--- src/chcf_pkg.sv ---
// Shared definitions for the compass heading complementary filter.
// Holds widths, fixed-point constants, the arctangent table and state types.
// No dependencies; every other file of the block imports this package.
package chcf_pkg;

    // Iteration count of the vectoring CORDIC, limited to the table length.
    localparam int CORDIC_STEPS = 16;
    localparam int ATAN_ENTRIES = 24;
    localparam int CORDIC_ITER  = (CORDIC_STEPS > ATAN_ENTRIES) ? ATAN_ENTRIES : CORDIC_STEPS;
    localparam int STEP_W       = $clog2(ATAN_ENTRIES);

    // Field and register widths.
    localparam int SAMPLE_W    = 16;
    localparam int GAIN_W      = 16;
    localparam int WEIGHT_W    = 17;
    localparam int HEAD_W      = 15;
    localparam int CFG_INDEX_W = 3;
    localparam int CFG_DATA_W  = 17;

    // Internal datapath widths.
    localparam int AXIS_W   = 44;   // scaled axes with CORDIC growth
    localparam int ANG_W    = 24;   // angle in 1/16384 degree, signed
    localparam int ATAN_W   = 20;
    localparam int MUL_A_W  = 31;
    localparam int MUL_B_W  = 18;
    localparam int PROD_W   = MUL_A_W + MUL_B_W;
    localparam int SUM_W    = MUL_A_W;
    localparam int DIFF_W   = 18;
    localparam int ACC_W    = 48;
    localparam int UNIT_SHIFT = 25;
    localparam int QUOT_W   = ACC_W - UNIT_SHIFT;
    localparam int RED_W    = 21;
    localparam int RED_CNT_W = 2;
    localparam int CSCALE_W = HEAD_W + 12;
    localparam int AXIS_SHIFT  = 8;
    localparam int FINE_SHIFT  = 8;
    localparam int RECIP_SHIFT = 18;

    // Angle constants in 1/16384 degree and 1/64 degree.
    localparam logic signed [ANG_W-1:0] DEG180_FINE = 24'sd2949120;
    localparam logic signed [ANG_W-1:0] DEG360_FINE = 24'sd5898240;
    localparam logic signed [ANG_W-1:0] FINE_HALF   = 24'sd128;
    localparam logic [HEAD_W-1:0]       DEG360_Q64  = 15'd23040;

    // Blend constants: 57.3 * 160, unit/2, weight of one.
    localparam logic signed [MUL_B_W-1:0] RATE_FACTOR = 18'sd9168;
    localparam logic signed [ACC_W-1:0]   HALF_UNIT   = 48'sd83886080;
    localparam logic [WEIGHT_W-1:0]       WEIGHT_ONE  = 17'd65536;

    // Modulo reduction: the rounded quotient is offset to be non-negative and
    // reduced by 115200 (five full circles of 1/64 degree), then divided by five.
    localparam logic [RED_W-1:0]          RED_OFFSET = 21'd921600;
    localparam logic [RED_W-1:0]          RED_MOD    = 21'd115200;
    localparam logic signed [MUL_B_W-1:0] RECIP5     = 18'sd52429;

    // atan(2^-i) in degrees times 16384, rounded to nearest.
    localparam logic [ATAN_W-1:0] ATAN_TAB [ATAN_ENTRIES] = '{
        20'd737280, 20'd435242, 20'd229970, 20'd116736, 20'd58595, 20'd29326,
        20'd14667,  20'd7334,   20'd3667,   20'd1833,   20'd917,   20'd458,
        20'd229,    20'd115,    20'd57,     20'd29,     20'd14,    20'd7,
        20'd4,      20'd2,      20'd1,      20'd0,      20'd0,     20'd0
    };

    // Reset values of the configuration registers.
    localparam logic signed [SAMPLE_W-1:0] MAG_X_OFFSET_RST = 16'sd855;
    localparam logic [GAIN_W-1:0]          MAG_X_GAIN_RST   = 16'd19980;
    localparam logic signed [SAMPLE_W-1:0] MAG_Y_OFFSET_RST = -16'sd274;
    localparam logic [GAIN_W-1:0]          MAG_Y_GAIN_RST   = 16'd22756;
    localparam logic signed [SAMPLE_W-1:0] GYRO_BIAS_RST    = 16'sd51;
    localparam logic [WEIGHT_W-1:0]        GYRO_WEIGHT_RST  = 17'd13107;

    // Configuration register indexes.
    typedef enum logic [CFG_INDEX_W-1:0] {
        REG_MAG_X_OFFSET = 3'd0,
        REG_MAG_X_GAIN   = 3'd1,
        REG_MAG_Y_OFFSET = 3'd2,
        REG_MAG_Y_GAIN   = 3'd3,
        REG_GYRO_BIAS    = 3'd4,
        REG_GYRO_WEIGHT  = 3'd5
    } chcf_reg_t;

    // Main sequencer states.
    typedef enum logic [3:0] {
        ST_IDLE,
        ST_MUL_X,
        ST_MUL_Y,
        ST_CSTART,
        ST_CWAIT,
        ST_MUL_GYRO,
        ST_MUL_COMP,
        ST_ROUND,
        ST_REDUCE,
        ST_DIV5,
        ST_DONE
    } chcf_state_t;

    // CORDIC unit states.
    typedef enum logic [1:0] {
        CS_IDLE,
        CS_ITER,
        CS_WRAP,
        CS_ROUND
    } cordic_state_t;

    // Request into the CORDIC unit and its result.
    typedef struct packed {
        logic                     start;
        logic signed [AXIS_W-1:0] x;
        logic signed [AXIS_W-1:0] y;
    } cordic_req_t;

    typedef struct packed {
        logic              done;
        logic [HEAD_W-1:0] heading;
    } cordic_res_t;

endpackage

--- src/chcf_sample_if.sv ---
// Sample channel: magnetometer X/Y and gyro Z rate with a valid/ready handshake.
// Depends on chcf_pkg for the field widths.
interface chcf_sample_if;
    import chcf_pkg::*;

    logic                       valid;
    logic                       ready;
    logic signed [SAMPLE_W-1:0] mag_x;
    logic signed [SAMPLE_W-1:0] mag_y;
    logic signed [SAMPLE_W-1:0] gyro_rate;

    modport source (output valid, output mag_x, output mag_y, output gyro_rate, input ready);
    modport sink   (input valid, input mag_x, input mag_y, input gyro_rate, output ready);
endinterface

--- src/chcf_result_if.sv ---
// Result channel: filtered and compass headings with a valid/ready handshake.
// Depends on chcf_pkg for the field widths.
interface chcf_result_if;
    import chcf_pkg::*;

    logic              valid;
    logic              ready;
    logic [HEAD_W-1:0] filtered_heading;
    logic [HEAD_W-1:0] compass_heading;

    modport source (output valid, output filtered_heading, output compass_heading, input ready);
    modport sink   (input valid, input filtered_heading, input compass_heading, output ready);
endinterface

--- src/chcf_cfg_if.sv ---
// Configuration write channel: register index and write data with valid/ready.
// Depends on chcf_pkg for the index and data widths.
interface chcf_cfg_if;
    import chcf_pkg::*;

    logic                   valid;
    logic                   ready;
    logic [CFG_INDEX_W-1:0] index;
    logic [CFG_DATA_W-1:0]  data;

    modport source (output valid, output index, output data, input ready);
    modport sink   (input valid, input index, input data, output ready);
endinterface

--- src/chcf_cordic.sv ---
// Iterative vectoring CORDIC: one shift-add micro-rotation per cycle,
// followed by a wrap state and a rounding/mirroring state. Depends on chcf_pkg.
module chcf_cordic (
    input  logic                 clk,
    input  logic                 rst_n,
    input  chcf_pkg::cordic_req_t req,
    output chcf_pkg::cordic_res_t res
);
    import chcf_pkg::*;

    cordic_state_t            state_reg, state_next;
    logic signed [AXIS_W-1:0] x_reg, x_next;
    logic signed [AXIS_W-1:0] y_reg, y_next;
    logic signed [ANG_W-1:0]  z_reg, z_next;
    logic [STEP_W-1:0]        step_reg, step_next;
    logic                     zero_reg, zero_next;

    logic signed [AXIS_W-1:0] x_sh;
    logic signed [AXIS_W-1:0] y_sh;
    logic signed [ANG_W-1:0]  atan_ext;
    logic signed [ANG_W-1:0]  z_round;
    logic [HEAD_W-1:0]        angle_q64;
    logic                     last_step;

    // Shifted operands and table entry for the current micro-rotation.
    assign x_sh      = x_reg >>> step_reg;
    assign y_sh      = y_reg >>> step_reg;
    assign atan_ext  = $signed(ANG_W'(ATAN_TAB[step_reg]));
    assign last_step = (step_reg == STEP_W'(CORDIC_ITER - 1));

    // Round the wrapped angle to 1/64 degree, half up.
    assign z_round   = z_reg + FINE_HALF;
    assign angle_q64 = z_round[FINE_SHIFT +: HEAD_W];

    // Next state.
    always_comb
    begin
        state_next = state_reg;
        case (state_reg)
            CS_IDLE:
            begin
                if (req.start)
                begin
                    state_next = CS_ITER;
                end
            end
            CS_ITER:
            begin
                if (last_step)
                begin
                    state_next = CS_WRAP;
                end
            end
            CS_WRAP:  state_next = CS_ROUND;
            CS_ROUND: state_next = CS_IDLE;
            default:  state_next = CS_IDLE;
        endcase
    end

    // Result: the heading is the mirrored angle, with a full circle or a zero input vector taken as zero.
    always_comb
    begin
        res.done    = (state_reg == CS_ROUND);
        res.heading = '0;
        if (!zero_reg && angle_q64 != '0 && angle_q64 != DEG360_Q64)
        begin
            res.heading = DEG360_Q64 - angle_q64;
        end
    end

    // Datapath: load with half-plane fold, rotate, then wrap into one circle.
    always_comb
    begin
        x_next    = x_reg;
        y_next    = y_reg;
        z_next    = z_reg;
        step_next = step_reg;
        zero_next = zero_reg;
        case (state_reg)
            CS_IDLE:
            begin
                if (req.start)
                begin
                    zero_next = (req.x == '0) && (req.y == '0);
                    step_next = '0;
                    if (req.x < 0)
                    begin
                        x_next = -req.x;
                        y_next = -req.y;
                        z_next = DEG180_FINE;
                    end
                    else
                    begin
                        x_next = req.x;
                        y_next = req.y;
                        z_next = '0;
                    end
                end
            end
            CS_ITER:
            begin
                if (!y_reg[AXIS_W-1])
                begin
                    x_next = x_reg + y_sh;
                    y_next = y_reg - x_sh;
                    z_next = z_reg + atan_ext;
                end
                else
                begin
                    x_next = x_reg - y_sh;
                    y_next = y_reg + x_sh;
                    z_next = z_reg - atan_ext;
                end
                step_next = step_reg + STEP_W'(1);
            end
            CS_WRAP:
            begin
                if (z_reg[ANG_W-1])
                begin
                    z_next = z_reg + DEG360_FINE;
                end
                else if (z_reg >= DEG360_FINE)
                begin
                    z_next = z_reg - DEG360_FINE;
                end
            end
            default:
            begin
            end
        endcase
    end

    // Registers.
    always_ff @(posedge clk or negedge rst_n)
    begin
        if (!rst_n)
        begin
            state_reg <= CS_IDLE;
        end
        else
        begin
            state_reg <= state_next;
        end
    end

    always_ff @(posedge clk)
    begin
        x_reg    <= x_next;
        y_reg    <= y_next;
        z_reg    <= z_next;
        step_reg <= step_next;
        zero_reg <= zero_next;
    end

endmodule

--- src/compass_heading_complementary_filter_core.sv ---
// Top level of the compass heading complementary filter.
// Depends on chcf_pkg, the three channel interfaces and chcf_cordic.
//
// Each sample request carries magnetometer X/Y and a gyro Z rate and yields one
// result request with the blended heading and the magnetometer-only heading, both
// in 1/64 degree (0 to 23039). The block takes one sample at a time: it is ready
// only while idle, and a sample occupies it through the axis scalings, the CORDIC
// run and, but for the first sample after reset, which only primes the kept
// heading, the blend. The CORDIC unit performs its micro-rotations in turn and
// then wraps and rounds, and the one shared 31x18 multiplier computes both axis
// scalings, the rate conversion, both blend products and the final divide by
// five in turn, with a restoring modulo reduction between. A finished result
// waits in an output register, so a new sample is taken while it is still
// pending; only the hand-over into that register waits for the result channel.
// Configuration writes are always accepted and should be made while no sample
// is in flight.
module compass_heading_complementary_filter_core (
    input  logic       clk,
    input  logic       rst_n,
    chcf_sample_if.sink  sample,
    chcf_result_if.source result,
    chcf_cfg_if.sink     cfg
);
    import chcf_pkg::*;

    // Configuration registers.
    logic signed [SAMPLE_W-1:0] mag_x_offset_reg, mag_x_offset_next;
    logic [GAIN_W-1:0]          mag_x_gain_reg, mag_x_gain_next;
    logic signed [SAMPLE_W-1:0] mag_y_offset_reg, mag_y_offset_next;
    logic [GAIN_W-1:0]          mag_y_gain_reg, mag_y_gain_next;
    logic signed [SAMPLE_W-1:0] gyro_bias_reg, gyro_bias_next;
    logic [WEIGHT_W-1:0]        gyro_weight_reg, gyro_weight_next;

    // Sequencer and filter state.
    chcf_state_t       state_reg, state_next;
    logic [HEAD_W-1:0] kept_reg, kept_next;
    logic              primed_reg, primed_next;

    // Sample and working registers.
    logic signed [SAMPLE_W-1:0] mag_x_reg, mag_x_next;
    logic signed [SAMPLE_W-1:0] mag_y_reg, mag_y_next;
    logic signed [SAMPLE_W-1:0] rate_reg, rate_next;
    logic signed [AXIS_W-1:0]   xs_reg, xs_next;
    logic signed [AXIS_W-1:0]   ys_reg, ys_next;
    logic signed [SUM_W-1:0]    sum_reg, sum_next;
    logic signed [ACC_W-1:0]    acc_reg, acc_next;
    logic [RED_W-1:0]           red_reg, red_next;
    logic [RED_CNT_W-1:0]       red_cnt_reg, red_cnt_next;
    logic [HEAD_W-1:0]          comp_reg, comp_next;

    // Output register.
    logic              out_valid_reg, out_valid_next;
    logic [HEAD_W-1:0] out_filt_reg, out_filt_next;
    logic [HEAD_W-1:0] out_comp_reg, out_comp_next;

    // Shared multiplier.
    logic signed [MUL_A_W-1:0] mul_a;
    logic signed [MUL_B_W-1:0] mul_b;
    logic signed [PROD_W-1:0]  prod;

    // Control and helper signals.
    logic                        accept;
    logic                        load_out;
    logic                        out_free;
    logic [WEIGHT_W-1:0]         w_sat;
    logic signed [SAMPLE_W:0]    x_sum;
    logic signed [SAMPLE_W:0]    y_sum;
    logic signed [DIFF_W-1:0]    head_diff;
    logic signed [SUM_W-1:0]     diff_ext;
    logic [CSCALE_W-1:0]         comp_scaled;
    logic signed [QUOT_W-1:0]    quot;
    logic signed [QUOT_W-1:0]    red_sum;
    logic [RED_W-1:0]            red_step;
    cordic_req_t                 cordic_req;
    cordic_res_t                 cordic_res;

    chcf_cordic u_cordic (
        .clk   (clk),
        .rst_n (rst_n),
        .req   (cordic_req),
        .res   (cordic_res)
    );

    // Operand preparation.
    assign w_sat       = (gyro_weight_reg > WEIGHT_ONE) ? WEIGHT_ONE : gyro_weight_reg;
    assign x_sum       = (SAMPLE_W+1)'(mag_x_reg) + (SAMPLE_W+1)'(mag_x_offset_reg);
    assign y_sum       = (SAMPLE_W+1)'(mag_y_reg) + (SAMPLE_W+1)'(mag_y_offset_reg);
    assign head_diff   = $signed(DIFF_W'(kept_reg)) - DIFF_W'(gyro_bias_reg);
    assign diff_ext    = SUM_W'(head_diff);
    assign comp_scaled = (CSCALE_W'(comp_reg) << 11) + (CSCALE_W'(comp_reg) << 9);
    assign quot        = $signed(acc_reg[ACC_W-1:UNIT_SHIFT]);
    assign red_sum     = quot + $signed(QUOT_W'(RED_OFFSET));
    assign red_step    = RED_MOD << red_cnt_reg;
    assign out_free    = !out_valid_reg || result.ready;
    assign prod        = mul_a * mul_b;

    // CORDIC request: start pulse and the scaled axes.
    assign cordic_req.start = (state_reg == ST_CSTART);
    assign cordic_req.x     = xs_reg;
    assign cordic_req.y     = ys_reg;

    // Next state.
    always_comb
    begin
        state_next = state_reg;
        case (state_reg)
            ST_IDLE:
            begin
                if (sample.valid)
                begin
                    state_next = ST_MUL_X;
                end
            end
            ST_MUL_X:  state_next = ST_MUL_Y;
            ST_MUL_Y:  state_next = ST_CSTART;
            ST_CSTART: state_next = ST_CWAIT;
            ST_CWAIT:
            begin
                if (cordic_res.done)
                begin
                    state_next = primed_reg ? ST_MUL_GYRO : ST_DONE;
                end
            end
            ST_MUL_GYRO: state_next = ST_MUL_COMP;
            ST_MUL_COMP: state_next = ST_ROUND;
            ST_ROUND:    state_next = ST_REDUCE;
            ST_REDUCE:
            begin
                if (red_cnt_reg == '0)
                begin
                    state_next = ST_DIV5;
                end
            end
            ST_DIV5: state_next = ST_DONE;
            ST_DONE:
            begin
                if (out_free)
                begin
                    state_next = ST_IDLE;
                end
            end
            default: state_next = ST_IDLE;
        endcase
    end

    // Sequencer outputs: handshakes and multiplier operands.
    always_comb
    begin
        sample.ready     = (state_reg == ST_IDLE);
        load_out         = (state_reg == ST_DONE) && out_free;
        mul_a            = '0;
        mul_b            = '0;
        case (state_reg)
            ST_MUL_X:
            begin
                mul_a = MUL_A_W'(x_sum);
                mul_b = $signed(MUL_B_W'(mag_x_gain_reg));
            end
            ST_MUL_Y:
            begin
                mul_a = MUL_A_W'(y_sum);
                mul_b = $signed(MUL_B_W'(mag_y_gain_reg));
            end
            ST_CSTART:
            begin
                mul_a = MUL_A_W'(rate_reg);
                mul_b = RATE_FACTOR;
            end
            ST_MUL_GYRO:
            begin
                mul_a = sum_reg;
                mul_b = $signed(MUL_B_W'(w_sat));
            end
            ST_MUL_COMP:
            begin
                mul_a = $signed(MUL_A_W'(comp_scaled));
                mul_b = $signed(MUL_B_W'(WEIGHT_ONE - w_sat));
            end
            ST_DIV5:
            begin
                mul_a = $signed(MUL_A_W'(red_reg));
                mul_b = RECIP5;
            end
            default:
            begin
            end
        endcase
    end

    assign accept = sample.valid && sample.ready;

    // Configuration writes; unknown indexes are ignored.
    assign cfg.ready = 1'b1;

    always_comb
    begin
        mag_x_offset_next = mag_x_offset_reg;
        mag_x_gain_next   = mag_x_gain_reg;
        mag_y_offset_next = mag_y_offset_reg;
        mag_y_gain_next   = mag_y_gain_reg;
        gyro_bias_next    = gyro_bias_reg;
        gyro_weight_next  = gyro_weight_reg;
        if (cfg.valid)
        begin
            case (cfg.index)
                REG_MAG_X_OFFSET: mag_x_offset_next = $signed(cfg.data[SAMPLE_W-1:0]);
                REG_MAG_X_GAIN:   mag_x_gain_next   = cfg.data[GAIN_W-1:0];
                REG_MAG_Y_OFFSET: mag_y_offset_next = $signed(cfg.data[SAMPLE_W-1:0]);
                REG_MAG_Y_GAIN:   mag_y_gain_next   = cfg.data[GAIN_W-1:0];
                REG_GYRO_BIAS:    gyro_bias_next    = $signed(cfg.data[SAMPLE_W-1:0]);
                REG_GYRO_WEIGHT:  gyro_weight_next  = cfg.data[WEIGHT_W-1:0];
                default:
                begin
                end
            endcase
        end
    end

    // Datapath: each state writes the register that its step produces.
    always_comb
    begin
        mag_x_next   = mag_x_reg;
        mag_y_next   = mag_y_reg;
        rate_next    = rate_reg;
        xs_next      = xs_reg;
        ys_next      = ys_reg;
        sum_next     = sum_reg;
        acc_next     = acc_reg;
        red_next     = red_reg;
        red_cnt_next = red_cnt_reg;
        comp_next    = comp_reg;
        kept_next    = kept_reg;
        primed_next  = primed_reg;
        case (state_reg)
            ST_IDLE:
            begin
                if (accept)
                begin
                    mag_x_next = sample.mag_x;
                    mag_y_next = sample.mag_y;
                    rate_next  = sample.gyro_rate;
                end
            end
            ST_MUL_X: xs_next = AXIS_W'(prod <<< AXIS_SHIFT);
            ST_MUL_Y: ys_next = AXIS_W'(prod <<< AXIS_SHIFT);
            ST_CSTART:
            begin
                // Previous heading plus converted rate minus bias, all times 2560.
                sum_next = SUM_W'(prod) + (diff_ext <<< 11) + (diff_ext <<< 9);
            end
            ST_CWAIT:
            begin
                if (cordic_res.done)
                begin
                    comp_next = cordic_res.heading;
                    if (!primed_reg)
                    begin
                        kept_next   = cordic_res.heading;
                        primed_next = 1'b1;
                    end
                end
            end
            ST_MUL_GYRO: acc_next = ACC_W'(prod) + HALF_UNIT;
            ST_MUL_COMP: acc_next = acc_reg + ACC_W'(prod);
            ST_ROUND:
            begin
                red_next     = red_sum[RED_W-1:0];
                red_cnt_next = '1;
            end
            ST_REDUCE:
            begin
                // Restoring reduction by 8, 4, 2 and 1 times 115200.
                if (red_reg >= red_step)
                begin
                    red_next = red_reg - red_step;
                end
                red_cnt_next = red_cnt_reg - RED_CNT_W'(1);
            end
            ST_DIV5: kept_next = prod[RECIP_SHIFT +: HEAD_W];
            default:
            begin
            end
        endcase
    end

    // Output register: loads when free, clears when taken.
    always_comb
    begin
        out_valid_next = out_valid_reg;
        out_filt_next  = out_filt_reg;
        out_comp_next  = out_comp_reg;
        if (load_out)
        begin
            out_valid_next = 1'b1;
            out_filt_next  = kept_reg;
            out_comp_next  = comp_reg;
        end
        else if (result.ready)
        begin
            out_valid_next = 1'b0;
        end
    end

    assign result.valid            = out_valid_reg;
    assign result.filtered_heading = out_filt_reg;
    assign result.compass_heading  = out_comp_reg;

    // Control and configuration registers.
    always_ff @(posedge clk or negedge rst_n)
    begin
        if (!rst_n)
        begin
            state_reg        <= ST_IDLE;
            kept_reg         <= '0;
            primed_reg       <= 1'b0;
            out_valid_reg    <= 1'b0;
            mag_x_offset_reg <= MAG_X_OFFSET_RST;
            mag_x_gain_reg   <= MAG_X_GAIN_RST;
            mag_y_offset_reg <= MAG_Y_OFFSET_RST;
            mag_y_gain_reg   <= MAG_Y_GAIN_RST;
            gyro_bias_reg    <= GYRO_BIAS_RST;
            gyro_weight_reg  <= GYRO_WEIGHT_RST;
            red_cnt_reg      <= '0;
        end
        else
        begin
            state_reg        <= state_next;
            kept_reg         <= kept_next;
            primed_reg       <= primed_next;
            out_valid_reg    <= out_valid_next;
            mag_x_offset_reg <= mag_x_offset_next;
            mag_x_gain_reg   <= mag_x_gain_next;
            mag_y_offset_reg <= mag_y_offset_next;
            mag_y_gain_reg   <= mag_y_gain_next;
            gyro_bias_reg    <= gyro_bias_next;
            gyro_weight_reg  <= gyro_weight_next;
            red_cnt_reg      <= red_cnt_next;
        end
    end

    // Payload registers.
    always_ff @(posedge clk)
    begin
        mag_x_reg    <= mag_x_next;
        mag_y_reg    <= mag_y_next;
        rate_reg     <= rate_next;
        xs_reg       <= xs_next;
        ys_reg       <= ys_next;
        sum_reg      <= sum_next;
        acc_reg      <= acc_next;
        red_reg      <= red_next;
        comp_reg     <= comp_next;
        out_filt_reg <= out_filt_next;
        out_comp_reg <= out_comp_next;
    end

endmodule

--- src/flat_wrapper.sv ---
// flat-port wrapper written by rule: the top's interface ports become plain ports
module compass_heading_complementary_filter_core_flat import chcf_pkg::*;
  (clk, rst_n, sample_valid, sample_mag_x, sample_mag_y, sample_gyro_rate, sample_ready, result_valid, result_filtered_heading, result_compass_heading, result_ready, cfg_valid, cfg_index, cfg_data, cfg_ready);
  chcf_sample_if sample_i ();
  chcf_result_if result_i ();
  chcf_cfg_if cfg_i ();
  input  logic clk;
  input  logic rst_n;
  input wire logic [$bits(sample_i.valid)-1:0] sample_valid;
  input wire logic [$bits(sample_i.mag_x)-1:0] sample_mag_x;
  input wire logic [$bits(sample_i.mag_y)-1:0] sample_mag_y;
  input wire logic [$bits(sample_i.gyro_rate)-1:0] sample_gyro_rate;
  output wire logic [$bits(sample_i.ready)-1:0] sample_ready;
  output wire logic [$bits(result_i.valid)-1:0] result_valid;
  output wire logic [$bits(result_i.filtered_heading)-1:0] result_filtered_heading;
  output wire logic [$bits(result_i.compass_heading)-1:0] result_compass_heading;
  input wire logic [$bits(result_i.ready)-1:0] result_ready;
  input wire logic [$bits(cfg_i.valid)-1:0] cfg_valid;
  input wire logic [$bits(cfg_i.index)-1:0] cfg_index;
  input wire logic [$bits(cfg_i.data)-1:0] cfg_data;
  output wire logic [$bits(cfg_i.ready)-1:0] cfg_ready;
  assign sample_i.valid = sample_valid;
  assign sample_i.mag_x = sample_mag_x;
  assign sample_i.mag_y = sample_mag_y;
  assign sample_i.gyro_rate = sample_gyro_rate;
  assign sample_ready = sample_i.ready;
  assign result_valid = result_i.valid;
  assign result_filtered_heading = result_i.filtered_heading;
  assign result_compass_heading = result_i.compass_heading;
  assign result_i.ready = result_ready;
  assign cfg_i.valid = cfg_valid;
  assign cfg_i.index = cfg_index;
  assign cfg_i.data = cfg_data;
  assign cfg_ready = cfg_i.ready;
  compass_heading_complementary_filter_core u_core (.clk(clk), .rst_n(rst_n), .sample(sample_i), .result(result_i), .cfg(cfg_i));
endmodule
--- config.mk ---
export PLATFORM = sky130hd
export DESIGN_NAME = compass_heading_complementary_filter_core_flat
export DESIGN_NICKNAME = d
export VERILOG_FILES = /design/src/chcf_pkg.sv /design/src/chcf_sample_if.sv /design/src/chcf_result_if.sv /design/src/chcf_cfg_if.sv /design/src/chcf_cordic.sv /design/src/compass_heading_complementary_filter_core.sv /design/src/flat_wrapper.sv
export SDC_FILE = /design/constraint.sdc
export NUM_CORES = 2
export LEC_CHECK = 0
export BUFFER_PORTS_ARGS = -buffer_cell sky130_fd_sc_hd__buf_2
export CELL_PAD_IN_SITES_DETAIL_PLACEMENT = 1
export CELL_PAD_IN_SITES_GLOBAL_PLACEMENT = 1
export CORE_MARGIN = 8
export CORE_UTILIZATION = 50
export DETAILED_ROUTE_END_ITERATION = 6
export PLACE_DENSITY = 0.86
export REMOVE_ABC_BUFFERS = 1
export SYNTH_ARGS = -nofsm -noshare
export SYNTH_HDL_FRONTEND = slang
export SYNTH_SLANG_ARGS = --single-unit
export TNS_END_PERCENT = 5
--- constraint.sdc ---
create_clock -name clk -period 32.7 [get_ports clk]
set_clock_uncertainty 0.15 [all_clocks]
set_input_delay 6.54 -clock clk [delete_from_list [all_inputs] [get_ports clk]]
set_output_delay 6.54 -clock clk [all_outputs]
set_load 0.1 [all_outputs]
==> run summary <==
Ys Warns: 0
Fill cells: 13800
clock root buffer: clkbuf_16
DP Wirelength: 178000 um
CTS Buffer Depth: 3
register bit total from synthesis: 503
Placed Area: 62900 um^2
Worst path max stage delay: 1100 ps
first-pass GRT wire length: 349000 um
Syn Inst Count: 6545
mapped cell area: 60700 um^2
crit start category: register
htree depth: 2
CTS Sinks: 503
nets: 7551
setup violation total in the final timing report: 0
Area contributors post-synth: edfxtp_1 19%, fa_1 18%, ha_1 8.0%
crit path launch: u_core.mag_x_offset_reg[0]
setup bufs post-CTS: 0
crit-path max FO: 57
TritonCTS clock tree: built
relative slew slack: 5.09%
CORE AREA: 120000 um^2
die area: 133000 um^2
DRT iter0 DRCs: 5226
CTS resizes: 0
Remaining Overflow, GRT: 0
DRC: 0
Total Wirelength: 230000 um
ANT nets after route: 0
fin. max-slew vios: 0
largest family of logic cells by synthesized area: adder cells
clk_lat worst skew: 710 ps
worst setup path end: u_core.acc_reg[45]
Post-Synth Adder-Cell Area: 25.8%
top cell type's share of synthesized area: 18.9%
required time of the critical path: 32990 ps
share of layout cells above drive strength 1: 9.90%
Async SR Flop Fraction: 24.3%
met2 track demand over resource: 54.2%
fin crit share: 42.2%
cell accounting for the most synthesized area: edfxtp_1
Critical Path AT: 14090 ps
antenna violations before repair: 11
r2r setup slk: 18900 ps
total number of vias: 53300
most frequent cells in the layout: 767 x nand2_1, 763 x inv_1, 539 x fa_1
row count: 127
clock-pin slew of the registers on the worst-case setup and hold paths: 60 ps
Post-Synth XOR/XNOR Area: 6.77%
reg2reg start: u_core.mag_x_offset_reg[0]
R2R depth: 44
grt met3 use: 8.43%
GPL Wtd Cong: 1.01
post-synthesis sequential area ratio: 24.0%
CP dominant cell by count: fa_1
Die Span X: 364 um
vias in the first global route: 57200
Period minus WS final: 13800 ps
Design Area, Final: 65100 um^2
DR WL/cell: 27.9 um
most common cell after layout, fill and taps aside: nand2_1
hold crit path type: reg -> reg
Cell variety after synth: 99
Area Growth Syn to Fin: 7.32%
PortBufs: 104
fmax: 0.0725 GHz
Max Cap Viol: 0
post-route setup TNS: 0 ps
Ports: 106
reg2reg end: u_core.acc_reg[45]
Synth Area in Simple Gates: 14.4%
Slew @ Worst Pin: 1420 ps
CP max-delay cell: xnor2_1
Avg Cell Area, Syn: 9.27 um^2
post-synthesis mux area share: 7.79%
pin count of the biggest net entering global routing: 84
critical path class: reg -> reg
status: completed
Critical Path Sink Type: register
total track usage: 34.0%
final hold vios: 0
ys flop type: edfxtp_1
RSZ-0062 raised after global routing: false
compound-cell area share of the yosys netlist: 14.3%
Die Span Y: 364 um
GRT busiest layer: met2
met1 GRT Util: 42.7%
number of flops mapped to enable cells by yosys: 381
post-cts hold buffer count: 0
vias per inst: 6.48
max reg flops: 46
TritonCTS buffer count: 61
drt pass-1 iters: 6
Initial Util: 50.5%
logic make-up after synthesis:
| logic type | Yosys count |
|---|---|
| and+or+nand+nor | 1901 |
| AOI/OAI and AO/OA | 1369 |
| buffers and inverters | 1056 |
| adders and majority gates | 928 |
| DFF | 503 |
| xor gates and xnor gates | 469 |
| muxes | 317 |
| other | 2 |
worst min-delay path by stage:
stage                                    from                                end  cells past startpoint
floorplan                  u_core.kept_reg[0]  u_core.result.filtered_heading[0]                      0
global placement     u_core.mag_y_gain_reg[4]           u_core.mag_y_gain_reg[4]                      1
detailed placement  u_core.mag_y_gain_reg[10]          u_core.mag_y_gain_reg[10]                      1
CTS                 u_core.mag_y_gain_reg[10]          u_core.mag_y_gain_reg[10]                      1
global route         u_core.mag_y_gain_reg[1]           u_core.mag_y_gain_reg[1]                      1
finish              u_core.mag_y_gain_reg[10]          u_core.mag_y_gain_reg[10]                      1
cell usage after synthesis, types with 15 or more instances:
cell type and count:
edfxtp_1 381, buf_4 15, clkbuf_1 195, a221oi_1 19
a211oi_1 51, ha_1 389, xor2_1 160, dfstp_2 45
nor2b_1 54, and3_1 52, dfrtp_1 77, o21ai_0 292
mux2_2 136, nand2b_1 60, buf_1 40, nand3_1 124
nor4_1 37, o211ai_1 24, a211o_1 16, or2_2 21
a31oi_1 108, a21boi_0 17, nor3_1 104, mux2i_1 74
o31ai_1 38, o41ai_1 16, xnor2_1 309, inv_1 766
buf_2 23, a221o_1 19, o22ai_1 19, a22oi_1 28
nand2_1 769, a21o_1 126, nand4_1 29, o21bai_1 27
fa_1 539, and2_1 103, a21oi_1 401, or3_1 35
o21a_1 40, mux4_2 91, nor2_1 443
stage by stage:
stage                     hold slack, ps  setup WS, ps  cells  utilization (%)
after CTS                            364         19210   8215             54.2
after global placement               336         19580   8099             52.4
after floorplan                      297         18680   6288                -
after global routing                 378         18320   8215             54.2
after detailed placement             350         19250   8099             52.4
final                                361         18900   8217             54.2
layer usage:
metal | vias up | wire length [um] | share of wire (%)
met3 | 759 | 22300 | 9.7
met5 | - | 95 | 0.041
met1 | 27100 | 88500 | 39
met2 | 2754 | 104000 | 45
met4 | 14 | 15000 | 6.6
li1 | 22600 | - | -
area by class of cell:
class	instances	area, um^2	share of cell area [%]
Sequential cell	503	14600	22.4
Antenna cell	2	5.00	0.00769
Tap cell	1612	2020	3.10
Multi-Input combinational cell	5014	42200	64.8
Inverter	771	2890	4.45
Clock inverter	42	546	0.838
Clock buffer	74	1660	2.55
Timing Repair Buffer	199	1240	1.90
worst max-delay path: cells and delay by family (launching register included):
family                     cells  cell delay [ps]
muxes                          1              230
buffers and inverters          7              900
and+or+nand+nor                7             2410
adders and majority gates     10             4220
AOI/OAI and AO/OA             17             3770
xor gates and xnor gates       2             1240
DFF                            1              550
Power is left out: the tool's default activity adds up to more than one toggle a clock period on the data nets, which glitch-free logic cannot reach.
